<file path="src/hdl/vf_ramp_angle_generator_unit_assert.svh">
// assertion macros for the v/f ramp and angle generator
// no dependencies; included by the top level only
`ifndef VF_RAMP_ANGLE_GENERATOR_UNIT_ASSERT_SVH
`define VF_RAMP_ANGLE_GENERATOR_UNIT_ASSERT_SVH

`ifndef SYNTHESIS
`define VFRAG_ASSERT_SAME(lbl, clk, rstn, ante, cons) \
    lbl: assert property (@(posedge clk) disable iff (!rstn) (ante) |-> (cons)) \
        else $error("vfrag assertion failed");
`define VFRAG_ASSERT_NEXT(lbl, clk, rstn, ante, cons) \
    lbl: assert property (@(posedge clk) disable iff (!rstn) (ante) |=> (cons)) \
        else $error("vfrag assertion failed");
`else
`define VFRAG_ASSERT_SAME(lbl, clk, rstn, ante, cons)
`define VFRAG_ASSERT_NEXT(lbl, clk, rstn, ante, cons)
`endif

`endif

</file>
<file path="src/hdl/vfrag_pkg.sv">
// shared types, constants and helper functions for the v/f ramp and angle generator
// no dependencies
`timescale 1ns / 1ps

package vfrag_pkg;

    localparam int unsigned ANGLE_FULL_SCALE_DEF = 65536;

    localparam int ANGLE_W   = 17;
    localparam int VOLT_W    = 15;
    localparam int SPEED_W   = 16;
    localparam int VPH_W     = 8;
    localparam int RAMP_W    = 10;
    localparam int INCR_W    = 16;
    localparam int OUT_W     = ANGLE_W + VOLT_W + SPEED_W;
    localparam int CFG_IDX_W = 2;
    localparam int CFG_DAT_W = 16;
    localparam int PROD_W    = 2 * INCR_W;
    localparam int DIV_STEPS = INCR_W;
    localparam int CNT_W     = 4;

    localparam logic [VOLT_W-1:0]    VOLT_LIMIT = 15'd32000;
    localparam logic [INCR_W-1:0]    INCR_MAX   = 16'hFFFF;

    localparam logic [CFG_IDX_W-1:0] REG_VOLTS_PER_HZ  = 2'd0;
    localparam logic [CFG_IDX_W-1:0] REG_RAMP_STEP     = 2'd1;
    localparam logic [CFG_IDX_W-1:0] REG_ANGLE_STEP    = 2'd2;
    localparam logic [CFG_IDX_W-1:0] REG_SPEED_DIVISOR = 2'd3;

    localparam logic [VPH_W-1:0]   VOLTS_PER_HZ_RST  = 8'd25;
    localparam logic [RAMP_W-1:0]  RAMP_STEP_RST     = 10'd3;
    localparam logic [INCR_W-1:0]  ANGLE_STEP_RST    = 16'd707;
    localparam logic [SPEED_W-1:0] SPEED_DIVISOR_RST = 16'd2025;

    typedef struct packed {
        logic [VPH_W-1:0]   volts_per_hz;
        logic [RAMP_W-1:0]  ramp_step;
        logic [INCR_W-1:0]  angle_step_max;
        logic [SPEED_W-1:0] full_speed_divisor;
    } cfg_t;

    typedef struct packed {
        logic load_ref;
        logic volt;
        logic mul;
        logic incr_sat;
        logic div_init;
        logic div_step;
        logic tadd;
        logic mod_init;
        logic mod_step;
        logic acc_load;
        logic out_load;
    } cmd_t;

    typedef struct packed {
        logic div_sat;
        logic wrap;
        logic last;
    } status_t;

    // largest shift of the full scale that the wrap reduction starts from
    function automatic int mod_shift(input longint fs);
        int s;
        s = 0;
        for (int i = 0; i < 32; i++) begin
            if ((fs << (s + 1)) <= (fs + longint'(INCR_MAX) - 1)) begin
                s = s + 1;
            end
        end
        return s;
    endfunction

endpackage

</file>
<file path="src/hdl/vfrag_cfg.sv">
// configuration register bank for the v/f ramp and angle generator
// depends on vfrag_pkg
`timescale 1ns / 1ps

module vfrag_cfg (
    input  logic                                clk,
    input  logic                                rst_n,
    input  logic                                wr_en,
    input  logic [vfrag_pkg::CFG_IDX_W-1:0]     wr_index,
    input  logic [vfrag_pkg::CFG_DAT_W-1:0]     wr_data,
    output vfrag_pkg::cfg_t                     cfg
);

    vfrag_pkg::cfg_t cfg_reg;
    vfrag_pkg::cfg_t cfg_next;

    always_comb
    begin
        cfg_next = cfg_reg;
        if (wr_en)
        begin
            unique case (wr_index)
                vfrag_pkg::REG_VOLTS_PER_HZ:
                    cfg_next.volts_per_hz = wr_data[vfrag_pkg::VPH_W-1:0];
                vfrag_pkg::REG_RAMP_STEP:
                    cfg_next.ramp_step = wr_data[vfrag_pkg::RAMP_W-1:0];
                vfrag_pkg::REG_ANGLE_STEP:
                    cfg_next.angle_step_max = wr_data[vfrag_pkg::INCR_W-1:0];
                vfrag_pkg::REG_SPEED_DIVISOR:
                    cfg_next.full_speed_divisor = wr_data[vfrag_pkg::SPEED_W-1:0];
                default:
                    cfg_next = cfg_reg;
            endcase
        end
    end

    always_ff @(posedge clk or negedge rst_n)
    begin
        if (!rst_n)
        begin
            cfg_reg.volts_per_hz       <= vfrag_pkg::VOLTS_PER_HZ_RST;
            cfg_reg.ramp_step          <= vfrag_pkg::RAMP_STEP_RST;
            cfg_reg.angle_step_max     <= vfrag_pkg::ANGLE_STEP_RST;
            cfg_reg.full_speed_divisor <= vfrag_pkg::SPEED_DIVISOR_RST;
        end
        else
        begin
            cfg_reg <= cfg_next;
        end
    end

    assign cfg = cfg_reg;

endmodule

</file>
<file path="src/hdl/vfrag_dp.sv">
// datapath: ramp, v/f voltage, serial divider for the angle step, angle accumulator
// depends on vfrag_pkg; driven by vfrag_ctrl commands
`timescale 1ns / 1ps

module vfrag_dp #(
    parameter int unsigned ANGLE_FULL_SCALE = vfrag_pkg::ANGLE_FULL_SCALE_DEF
) (
    input  logic                               clk,
    input  logic                               rst_n,
    input  vfrag_pkg::cfg_t                    cfg,
    input  vfrag_pkg::cmd_t                    cmd,
    input  logic [vfrag_pkg::SPEED_W-1:0]      speed_req,
    output vfrag_pkg::status_t                 st,
    output logic [vfrag_pkg::OUT_W-1:0]        out_data
);

    localparam int     ACC_W     = $clog2(ANGLE_FULL_SCALE + 1);
    localparam int     SUM_W     = $clog2(ANGLE_FULL_SCALE + 65536);
    localparam int     EXT_W     = (ACC_W > vfrag_pkg::ANGLE_W) ? ACC_W : vfrag_pkg::ANGLE_W;
    localparam int     MOD_SH    = vfrag_pkg::mod_shift(longint'(ANGLE_FULL_SCALE));
    localparam longint MOD_START = longint'(ANGLE_FULL_SCALE) << MOD_SH;

    localparam int SW = vfrag_pkg::SPEED_W;
    localparam int IW = vfrag_pkg::INCR_W;
    localparam int PW = vfrag_pkg::PROD_W;
    localparam int VW = vfrag_pkg::VOLT_W;
    localparam int CW = vfrag_pkg::CNT_W;
    localparam int VP_W = vfrag_pkg::VPH_W + SW;

    // architectural state
    logic [SW-1:0]    target_reg, target_next;
    logic [VW-1:0]    volt_reg, volt_next;
    logic [IW-1:0]    incr_reg, incr_next;
    logic [ACC_W-1:0] acc_reg, acc_next;

    // working registers
    logic [SW-1:0]             ref_reg;
    logic [PW-1:0]             prod_reg;
    logic [IW-1:0]             rem_reg;
    logic [IW-1:0]             quot_reg;
    logic [SUM_W-1:0]          sum_reg;
    logic [SUM_W-1:0]          res_reg;
    logic [SUM_W-1:0]          mod_reg;
    logic [CW-1:0]             cnt_reg;
    logic [vfrag_pkg::OUT_W-1:0] out_reg;

    logic [VP_W-1:0]  volt_prod;
    logic [VW-1:0]    volt_sat;
    logic [SW-1:0]    gap;
    logic [SW-1:0]    ramp_ext;
    logic [SW-1:0]    target_ramped;
    logic [PW-1:0]    mul_prod;
    logic [IW:0]      div_shift;
    logic [IW:0]      div_den;
    logic [IW:0]      div_diff;
    logic             div_ge;
    logic [IW-1:0]    rem_step;
    logic [IW-1:0]    quot_step;
    logic             res_ge;
    logic [SUM_W-1:0] res_step;
    logic [EXT_W-1:0] acc_ext;

    // v/f voltage from the held target
    assign volt_prod = VP_W'(cfg.volts_per_hz) * VP_W'(target_reg);
    assign volt_sat  = (volt_prod >= VP_W'(vfrag_pkg::VOLT_LIMIT))
                       ? vfrag_pkg::VOLT_LIMIT : volt_prod[VW-1:0];

    // ramp toward reference
    assign ramp_ext = SW'(cfg.ramp_step);
    assign gap      = (ref_reg >= target_reg) ? (ref_reg - target_reg) : (target_reg - ref_reg);

    always_comb
    begin
        priority if (gap >= ramp_ext && ref_reg > target_reg)
            target_ramped = target_reg + ramp_ext;
        else if (gap >= ramp_ext && ref_reg < target_reg)
            target_ramped = target_reg - ramp_ext;
        else
            target_ramped = ref_reg;
    end

    assign mul_prod = PW'(cfg.angle_step_max) * PW'(target_reg);

    // restoring division, one quotient bit per step
    assign div_shift = {rem_reg, quot_reg[IW-1]};
    assign div_den   = {1'b0, cfg.full_speed_divisor};
    assign div_ge    = (div_shift >= div_den);
    assign div_diff  = div_shift - div_den;
    assign rem_step  = div_ge ? div_diff[IW-1:0] : div_shift[IW-1:0];
    assign quot_step = {quot_reg[IW-2:0], div_ge};

    // wrap reduction by shifted full scale
    assign res_ge   = (res_reg >= mod_reg);
    assign res_step = res_ge ? (res_reg - mod_reg) : res_reg;

    assign st.div_sat = (prod_reg >= {cfg.full_speed_divisor, IW'(0)});
    assign st.wrap    = (sum_reg > SUM_W'(ANGLE_FULL_SCALE));
    assign st.last    = (cnt_reg == CW'(0));

    always_comb
    begin
        target_next = target_reg;
        volt_next   = volt_reg;
        incr_next   = incr_reg;
        acc_next    = acc_reg;
        if (cmd.volt)
        begin
            volt_next   = volt_sat;
            target_next = target_ramped;
        end
        if (cmd.incr_sat)
            incr_next = vfrag_pkg::INCR_MAX;
        if (cmd.div_step && st.last)
            incr_next = quot_step;
        if (cmd.acc_load)
            acc_next = ACC_W'(sum_reg);
        if (cmd.mod_step && st.last)
            acc_next = ACC_W'(res_step + SUM_W'(1));
    end

    always_ff @(posedge clk or negedge rst_n)
    begin
        if (!rst_n)
        begin
            target_reg <= '0;
            volt_reg   <= '0;
            incr_reg   <= '0;
            acc_reg    <= '0;
        end
        else
        begin
            target_reg <= target_next;
            volt_reg   <= volt_next;
            incr_reg   <= incr_next;
            acc_reg    <= acc_next;
        end
    end

    always_ff @(posedge clk)
    begin
        if (cmd.load_ref)
            ref_reg <= speed_req;
        if (cmd.mul)
            prod_reg <= mul_prod;
        if (cmd.div_init)
        begin
            rem_reg  <= prod_reg[PW-1:IW];
            quot_reg <= prod_reg[IW-1:0];
            cnt_reg  <= CW'(vfrag_pkg::DIV_STEPS - 1);
        end
        if (cmd.div_step)
        begin
            rem_reg  <= rem_step;
            quot_reg <= quot_step;
            cnt_reg  <= cnt_reg - CW'(1);
        end
        if (cmd.tadd)
            sum_reg <= SUM_W'(acc_reg) + SUM_W'(incr_reg);
        if (cmd.mod_init)
        begin
            res_reg <= sum_reg - SUM_W'(1);
            mod_reg <= SUM_W'(MOD_START);
            cnt_reg <= CW'(MOD_SH);
        end
        if (cmd.mod_step)
        begin
            res_reg <= res_step;
            mod_reg <= mod_reg >> 1;
            cnt_reg <= cnt_reg - CW'(1);
        end
        if (cmd.out_load)
            out_reg <= {target_reg, volt_reg, acc_ext[vfrag_pkg::ANGLE_W-1:0]};
    end

    assign acc_ext  = EXT_W'(acc_reg);
    assign out_data = out_reg;

endmodule

</file>
<file path="src/hdl/vfrag_ctrl.sv">
// sequencing state machine for the v/f ramp and angle generator
// depends on vfrag_pkg; commands vfrag_dp and owns the handshakes
`timescale 1ns / 1ps

module vfrag_ctrl (
    input  logic                 clk,
    input  logic                 rst_n,
    input  logic                 in_valid,
    input  logic                 in_mode,
    output logic                 in_ready,
    output logic                 out_valid,
    input  logic                 out_ready,
    input  vfrag_pkg::status_t   st,
    output vfrag_pkg::cmd_t      cmd
);

    typedef enum logic [8:0] {
        S_IDLE = 9'b000000001,
        S_VOLT = 9'b000000010,
        S_MUL  = 9'b000000100,
        S_CHK  = 9'b000001000,
        S_DIV  = 9'b000010000,
        S_TADD = 9'b000100000,
        S_TCHK = 9'b001000000,
        S_MOD  = 9'b010000000,
        S_DONE = 9'b100000000
    } state_t;

    state_t state_reg, state_next;
    logic   out_valid_reg, out_valid_next;

    always_comb
    begin
        state_next     = state_reg;
        out_valid_next = out_valid_reg && !out_ready;
        cmd            = '0;
        in_ready       = 1'b0;
        unique case (state_reg)
            S_IDLE:
            begin
                in_ready = 1'b1;
                if (in_valid)
                begin
                    cmd.load_ref = 1'b1;
                    state_next   = in_mode ? S_VOLT : S_TADD;
                end
            end
            S_VOLT:
            begin
                cmd.volt   = 1'b1;
                state_next = S_MUL;
            end
            S_MUL:
            begin
                cmd.mul    = 1'b1;
                state_next = S_CHK;
            end
            S_CHK:
            begin
                if (st.div_sat)
                begin
                    cmd.incr_sat = 1'b1;
                    state_next   = S_DONE;
                end
                else
                begin
                    cmd.div_init = 1'b1;
                    state_next   = S_DIV;
                end
            end
            S_DIV:
            begin
                cmd.div_step = 1'b1;
                if (st.last)
                    state_next = S_DONE;
            end
            S_TADD:
            begin
                cmd.tadd   = 1'b1;
                state_next = S_TCHK;
            end
            S_TCHK:
            begin
                if (st.wrap)
                begin
                    cmd.mod_init = 1'b1;
                    state_next   = S_MOD;
                end
                else
                begin
                    cmd.acc_load = 1'b1;
                    state_next   = S_DONE;
                end
            end
            S_MOD:
            begin
                cmd.mod_step = 1'b1;
                if (st.last)
                    state_next = S_DONE;
            end
            S_DONE:
            begin
                if (!out_valid_reg || out_ready)
                begin
                    cmd.out_load   = 1'b1;
                    out_valid_next = 1'b1;
                    state_next     = S_IDLE;
                end
            end
            default:
                state_next = S_IDLE;
        endcase
    end

    always_ff @(posedge clk or negedge rst_n)
    begin
        if (!rst_n)
        begin
            state_reg     <= S_IDLE;
            out_valid_reg <= 1'b0;
        end
        else
        begin
            state_reg     <= state_next;
            out_valid_reg <= out_valid_next;
        end
    end

    assign out_valid = out_valid_reg;

endmodule

</file>
<file path="src/hdl/vf_ramp_angle_generator_unit.sv">
// Open-loop volts-per-hertz drive core. A beat with tuser = 1 is a control update: the
// q-voltage is set from the held speed target, the target ramps toward the reference
// and the angle step is recomputed; tuser = 0 is a PWM tick that advances the angle.
// Every input beat gives one output beat. One item is worked on at a time; a result
// waiting in the output register does not stop the next item from being taken.
// A control item passes the voltage, multiply and check states, then the restoring
// divider that yields one quotient bit per cycle; it skips the divider when the angle
// step saturates. A tick passes the add and check states, then reduction steps when the
// angle wraps, their number being set by ANGLE_FULL_SCALE (1 at the default).
// The next item can be taken from the cycle after its predecessor's result is loaded.
// depends on vfrag_pkg, vfrag_cfg, vfrag_ctrl, vfrag_dp and the assertion macro header
`timescale 1ns / 1ps

`include "vf_ramp_angle_generator_unit_assert.svh"

module vf_ramp_angle_generator_unit #(
    parameter int unsigned ANGLE_FULL_SCALE = vfrag_pkg::ANGLE_FULL_SCALE_DEF
) (
    input  logic                                clk,
    input  logic                                rst_n,
    input  logic                                s_tvalid,
    output logic                                s_tready,
    input  logic [vfrag_pkg::SPEED_W-1:0]       s_tdata,   // requested speed
    input  logic [0:0]                          s_tuser,   // mode
    output logic                                m_tvalid,
    input  logic                                m_tready,
    output logic [vfrag_pkg::OUT_W-1:0]         m_tdata,   // angle, voltage_q, ramp speed
    input  logic                                cfg_valid,
    output logic                                cfg_ready,
    input  logic [vfrag_pkg::CFG_IDX_W-1:0]     cfg_index,
    input  logic [vfrag_pkg::CFG_DAT_W-1:0]     cfg_data
);

    vfrag_pkg::cfg_t    cfg;
    vfrag_pkg::cmd_t    cmd;
    vfrag_pkg::status_t st;

    assign cfg_ready = 1'b1;

    vfrag_cfg u_cfg (
        .clk      (clk),
        .rst_n    (rst_n),
        .wr_en    (cfg_valid && cfg_ready),
        .wr_index (cfg_index),
        .wr_data  (cfg_data),
        .cfg      (cfg)
    );

    vfrag_ctrl u_ctrl (
        .clk       (clk),
        .rst_n     (rst_n),
        .in_valid  (s_tvalid),
        .in_mode   (s_tuser[0]),
        .in_ready  (s_tready),
        .out_valid (m_tvalid),
        .out_ready (m_tready),
        .st        (st),
        .cmd       (cmd)
    );

    vfrag_dp #(
        .ANGLE_FULL_SCALE (ANGLE_FULL_SCALE)
    ) u_dp (
        .clk       (clk),
        .rst_n     (rst_n),
        .cfg       (cfg),
        .cmd       (cmd),
        .speed_req (s_tdata),
        .st        (st),
        .out_data  (m_tdata)
    );

    // one item in work at a time
    `VFRAG_ASSERT_NEXT(a_busy_after_beat, clk, rst_n, s_tvalid && s_tready, !s_tready)
    // voltage never beyond its limit
    `VFRAG_ASSERT_SAME(a_volt_limit, clk, rst_n, m_tvalid, m_tdata[31:17] <= vfrag_pkg::VOLT_LIMIT)
    // a fresh result only comes out of the busy sequence
    `VFRAG_ASSERT_SAME(a_result_from_busy, clk, rst_n, $rose(m_tvalid), $past(!s_tready))

endmodule
</file>
<file path="config.mk">
export PLATFORM = sky130hd
export DESIGN_NAME = vf_ramp_angle_generator_unit
export DESIGN_NICKNAME = d
export VERILOG_FILES = /design/src/hdl/vfrag_pkg.sv /design/src/hdl/vfrag_cfg.sv /design/src/hdl/vfrag_dp.sv /design/src/hdl/vfrag_ctrl.sv /design/src/hdl/vf_ramp_angle_generator_unit.sv
export VERILOG_INCLUDE_DIRS = /design/src /design/src/hdl
export SDC_FILE = /design/constraint.sdc
export NUM_CORES = 2
export LEC_CHECK = 0
export ABC_AREA = 1
export BUFFER_PORTS_ARGS = -buffer_cell sky130_fd_sc_hd__buf_2
export CAP_MARGIN = 20
export CORE_MARGIN = 2
export CORE_UTILIZATION = 55
export DETAILED_ROUTE_END_ITERATION = 8
export PLACE_DENSITY = 0.72
export SLEW_MARGIN = 10
export SYNTH_ARGS = -nofsm -noshare
export SYNTH_HDL_FRONTEND = slang
export SYNTH_SLANG_ARGS = --single-unit
export TNS_END_PERCENT = 5
</file>
<file path="constraint.sdc">
create_clock -name clk -period 7.2 [get_ports clk]
set_clock_uncertainty 0.2 [all_clocks]
set_input_delay 1.08 -clock clk [delete_from_list [all_inputs] [get_ports clk]]
set_output_delay 1.08 -clock clk [all_outputs]
set_load 0.01 [all_outputs]
</file>
Yosys cells after proc, flatten, opt, wreduce, memory -nomap -nowiden
Index checks and enable logic that the tools add are counted.

Register bits: 307. Input port bits: 40. Output and inout bits: 51.

Add/sub/neg operators: 10. $mul: 2. Magnitude comparators: 9. Equal/unequal tests: 15. Multiplexer cells: 48. Reduce and logical (&&, ||, !) cells: 21.

Operators by type and width (number): two-way mux 16 bit (12); two-way mux 17 bit (5); one-hot mux 9 bit (8 select lines) (1); subtractor 16 bit (3); two-way mux 9 bit (5); greater-or-equal comparator 32 bit (1); multiplier 16 x 16 -> 32 bit (1); greater-or-equal comparator 24 x 15 -> 1 bit, second input constant (1); multiplier 8 x 16 -> 24 bit (1); two-way mux 1 bit (18); adder 17 x 1 -> 17 bit, second input constant (1); adder 17 x 16 -> 17 bit (1); greater-or-equal comparator 17 x 16 -> 1 bit (1); greater-or-equal comparator 17 bit (1); > comparator 17 bit, second input constant (1); subtractor 17 x 1 -> 17 bit, second input constant (1); subtractor 17 bit (1); adder 16 x 10 -> 16 bit (1); greater-or-equal comparator 16 x 10 -> 1 bit (1); greater-or-equal comparator 16 bit (1); > comparator 16 bit (1); < comparator 16 bit (1); two-way mux 4 bit (4); subtractor 16 x 10 -> 16 bit (1); 27 further kinds (40).

Depth between registers and ports, before layout
Depth after elaboration: 7. Depth in mapped cells: 36. Depth with buffers taken out: 32.

Hierarchy
From an unflattened synthesis, not the netlist that was laid out.

Cells, all modules: 4281. Area total of the unflattened synthesis: 33014.2 sq um.

Modules (own cells, without submodules): vfrag_dp (times used 1, cells an instance 3942, area an instance 30042.6 sq um, seq. area each 7086.8 sq um); vfrag_cfg (times used 1, cells an instance 224, area an instance 2173.3 sq um, seq. area each 1273.7 sq um); vfrag_ctrl (times used 1, cells an instance 113, area an instance 787.0 sq um, seq. area each 251.5 sq um); vf_ramp_angle_generator_unit (times used 1, cells an instance 2, area an instance 11.3 sq um, seq. area each 0.0 sq um).

Worst setup path after synthesis
No wires, ideal clock.

Path type: flip-flop to flip-flop. Start: register u_cfg.cfg_reg (netlist bit u_cfg.cfg[23]). End: register u_dp.prod_reg[30], data pin. Library setup time: 0.259 ns. Data arrival time: 5.558 ns. Data required time: 6.741 ns. Setup slack: 1.183 ns. Stages on the path, launching flop included: 27. Cells stage by stage: dfstp_2 > clkbuf_1 > clkbuf_1 > nand2_1 > fa_1 > inv_1 > fa_1 > inv_1 > fa_1 > inv_1 > fa_1 > fa_1 > inv_1 > fa_1 > inv_1 > ha_1 > nand2_1 > inv_1 > nand2_1 > nor3_1 > nand3_1 > o2111ai_1 > nand3_1 > nand2_1 > nand3_1 > nand2_1 > xor2_1.

Cells in the longest elaborated chain, start to end: 1.

Ends and longest elaborated chain: from (decl) (line vfrag_cfg.sv:14) `vfrag_pkg::cfg_t cfg_reg;`; from (signal assigned) (line vfrag_cfg.sv:48) `cfg_reg <= cfg_next;`; multiplier 16 x 16 -> 32 bit (line vfrag_dp.sv:82) `assign mul_prod = PW'(cfg.angle_step_max) * PW'(target_reg);`; named net u_dp.mul_prod[30] (line vfrag_dp.sv:52) `logic [PW-1:0] mul_prod;`; to (signal assigned) (line vfrag_dp.sv:144) `prod_reg <= mul_prod;`; to (decl) (line vfrag_dp.sv:38) `logic [PW-1:0] prod_reg;`.

The timed path passes the listed nets, and every way through them passes these cells. A chain may end at the register's enable or synchronous reset.

Worst setup path after layout
Start: register u_dp.target_reg[11]. End: register u_dp.volt_reg[3].

Cells in the longest elaborated chain, start to end: 3.

Ends and longest elaborated chain: from (decl) (line vfrag_dp.sv:31) `logic [SW-1:0] target_reg, target_next;`; from (signal assigned) (line vfrag_dp.sv:132) `target_reg <= target_next;`; multiplier 8 x 16 -> 24 bit (line vfrag_dp.sv:64) `assign volt_prod = VP_W'(cfg.volts_per_hz) * VP_W'(target_reg);`; greater-or-equal comparator 24 x 15 -> 1 bit (line vfrag_dp.sv:65) `assign volt_sat = (volt_prod >= VP_W'(vfrag_pkg::VOLT_LIMIT))`; two-way mux 15 bit (line vfrag_dp.sv:66) `? vfrag_pkg::VOLT_LIMIT : volt_prod[VW-1:0];`; to (signal assigned) (line vfrag_dp.sv:133) `volt_reg <= volt_next;`; to (decl) (line vfrag_dp.sv:32) `logic [VW-1:0] volt_reg, volt_next;`.

No other way between the ends.

==> flow_summary.toml <==
[critical_path]
cp-end-kind = "flip-flop"
timing.rr.end = "u_dp.volt_reg[3]$_DFFE_PN0P_"
r2r_cells = 20
critPathMaxFanout = 18
crit_required_ns = 7.46
worstSetupPathType = "reg2reg"
r2r_start = "u_dp.target_reg[11]$_DFFE_PN0P_"
crit_arrival_ns = 6.79
crit_end = "u_dp.volt_reg[3]$_DFFE_PN0P_"
r2r_setup_slack_ns = 0.67
startpoint = "u_dp.target_reg[11]$_DFFE_PN0P_"
start_kind = "flip-flop"

[place]
io_buffers = 89
place.gp.congestion = 0.952
hpwl_mm = 62.6
dp_slack_ns = 0.822
dp.cells = 4831

[worst_hold_path]
hold_depth = 0
min_from = "u_dp.volt_reg[13]$_DFFE_PN0P_"
min_path_type = "reg2reg"

[timing]
fmax_mhz = 153
worstMarginPinSlew_ns = 1.07
final-hold-violation-count = 0
post-route-period-util_pct = 90.6
finalSetupTns_ns = 0
finalSetupViolCount = 0
setup_slack_ns = 0.674
slew-limit-headroom_pct = 28.6
period_minus_slack_ns = 6.53
grt_setup_unrepaired = "false"
drv_slew = 0

[detailed_routing]
drt_iter0_drc = 1771
firstDrtPassIters = 6
post_drt_wl_per_cell_um = 16.3
drt-total-wl_mm = 79.7
drc_errors = 0
vias = 25600
via_per_inst = 5.23
detail-route-antenna-nets = 0

[floorplanning]
die_x_um = 245
fp.dieH_um = 245
die_area_um2 = 60200
pin_count = 91
fp-row-count = 88
initial_utilization_pct = 55.6
coreArea_um2 = 57600

[synthesis]
synth_top_family_by_area = "adder cells"
async_flop_share_pct = 40.4
synth_edf_count = 182
ys_seq_area_share_pct = 26.9
ys_ff_latch = 307
syn_area_um2 = 32000
ys.flop_type = "edfxtp_1"
avgSynthCellArea_um2 = 7.83
synthCells = 4089
synthDistinctLibCells = 63
synth_compound_area_share_pct = 7.14
yosys.area_share.simple_pct = 20.7
synthAdderAreaFrac_pct = 28.7
synth_mux_area_share_pct = 0.0313
ys_warn_count = 0
synthXorXnorAreaFrac_pct = 3.72
syn_nets = 4693

[global_route]
grt_max_degree = 68
grt_first_pass_wirelength_mm = 131
grt_antenna_before_repair = 3
grt_overflow_total = 0
grt_pass1_vias = 25600
track_usage_pct = 27.3

[cts]
cts_tree = "done"
post_cts.repair.setup_buffers = 0
cts_max_level = 2
clock_sinks = 307
ctsLongestPathBuffers = 3
clock_latency_ns = 0.58
cts_resized = 0
root_buffer = "clkbuf_16"
cts_inserted_buffers = 37
holdBufCountCts = 0
clk_pin_slew_ns = 0.06

[cells_and_area]
post-route-util_pct = 59.7
final_nets = 4711
drive_above_1_share_pct = 6.91
largest_reg_flops = 50
syn_to_final_growth_pct = 7.32
fin_cells = 4903

[run]
max_cap_violations = 0

[status]
outcome = "complete, no violations"
==> synthesized netlist by cell type (all sizes together) (9+ instances only) <==
cell,n,area share [%]
nand2,1066,13
inv,914,11
fa,285,18
ha,279,11
nor2,253,3.2
o21ai,186,2.9
edfxtp,182,17
nand3,172,2.8
a21oi,171,2.8
clkbuf,129,1.5
dfrtp,105,8.2
xor2,90,2.5
xnor2,46,1.3
nor3,31,0.50
nand4,24,0.49
buf,23,0.47
nand3b,20,0.47
dfstp,19,1.6
a31oi,17,0.33
nor4,10,0.24
or2,10,0.20
a21o,9,0.21
==> cells in the final DEF, fill, tap and decap left out, types with 7 or more instances in the layout <==
cell,n
xor2_1,90
inv_1,911
dfrtp_1,105
nor2_1,236
or2_2,9
nor3_1,29
nor4_1,9
nand2_2,24
a21oi_1,159
a21oi_2,12
nand3_1,167
nand3b_1,20
edfxtp_1,182
fa_1,285
a31oi_1,17
nor2_2,10
clkbuf_16,38
buf_2,88
dfstp_2,19
ha_1,279
nand4_1,23
nand2_1,1041
xnor2_1,46
o21ai_1,7
clkinv_1,7
a21o_1,9
buf_4,40
o21ai_0,178
==> critical path: stages (launching register included) <==
cell and delay [ns]:
dfrtp_1 0.93, buf_4 0.31, nand2_1 0.06, inv_1 0.09, fa_1 0.44, fa_1 0.54
fa_1 0.55, inv_1 0.05, fa_1 0.52, inv_1 0.04, ha_1 0.39, nand2_1 0.16
nor4_1 0.48, nand4_1 0.23, nand3_1 0.18, xor2_1 0.08, nor2_1 0.14, nand2_1 0.10
nor2_1 0.45, nand2_2 0.23, o21ai_0 0.21
==> through the flow <==
step | hold slack [ns] | area, um^2
floorplan | 0.217 | 32000
global placement | 0.239 | 33100
detailed placement | 0.242 | 33100
CTS | 0.257 | 34300
global route | 0.268 | 34400
finish | 0.257 | 34400
==> worst min-delay path by stage <==
stage | to | slack [ns]
2_1_floorplan | u_dp.out_data[25]$_DFFE_PP_ | 0.22
3_3_place_gp | u_dp.out_data[19]$_DFFE_PP_ | 0.24
3_5_place_dp | u_dp.out_data[21]$_DFFE_PP_ | 0.24
4_1_cts | u_dp.out_data[21]$_DFFE_PP_ | 0.26
5_1_grt | u_dp.out_data[18]$_DFFE_PP_ | 0.27
6_report | u_dp.out_data[30]$_DFFE_PP_ | 0.26
==> metal layers <==
metal,track usage (%),part of all wire [%],vias to the layer above,wire length [um]
li1,-,-,12600,-
met1,35.9,43,12100,34400
met2,44.9,47,755,37200
met3,4.93,6.3,179,5060
met4,10.4,3.7,8,2940
met5,0,0.065,-,52
==> cell families after synthesis <==
| group | Yosys count |
|---|---|
| flops | 307 |
| other cells | 1 |
| xor+xnor | 136 |
| buf+inv | 1070 |
| fa+ha+maj | 564 |
| simple gates | 1592 |
| mux | 1 |
| compound gates | 418 |
==> final cells by class <==
cell class	instances	area [um^2]
Antenna cell	2	5.00
Clock buffer	46	1000
Clock inverter	22	215
Fill cell	5164	23200
Inverter	918	3450
Multi-Input combinational cell	2712	19300
Sequential cell	307	8610
Tap cell	765	957
Timing Repair Buffer	131	787
Power is left out: the tool's default activity adds up to more than one toggle a clock period on the data nets, which glitch-free logic cannot reach.
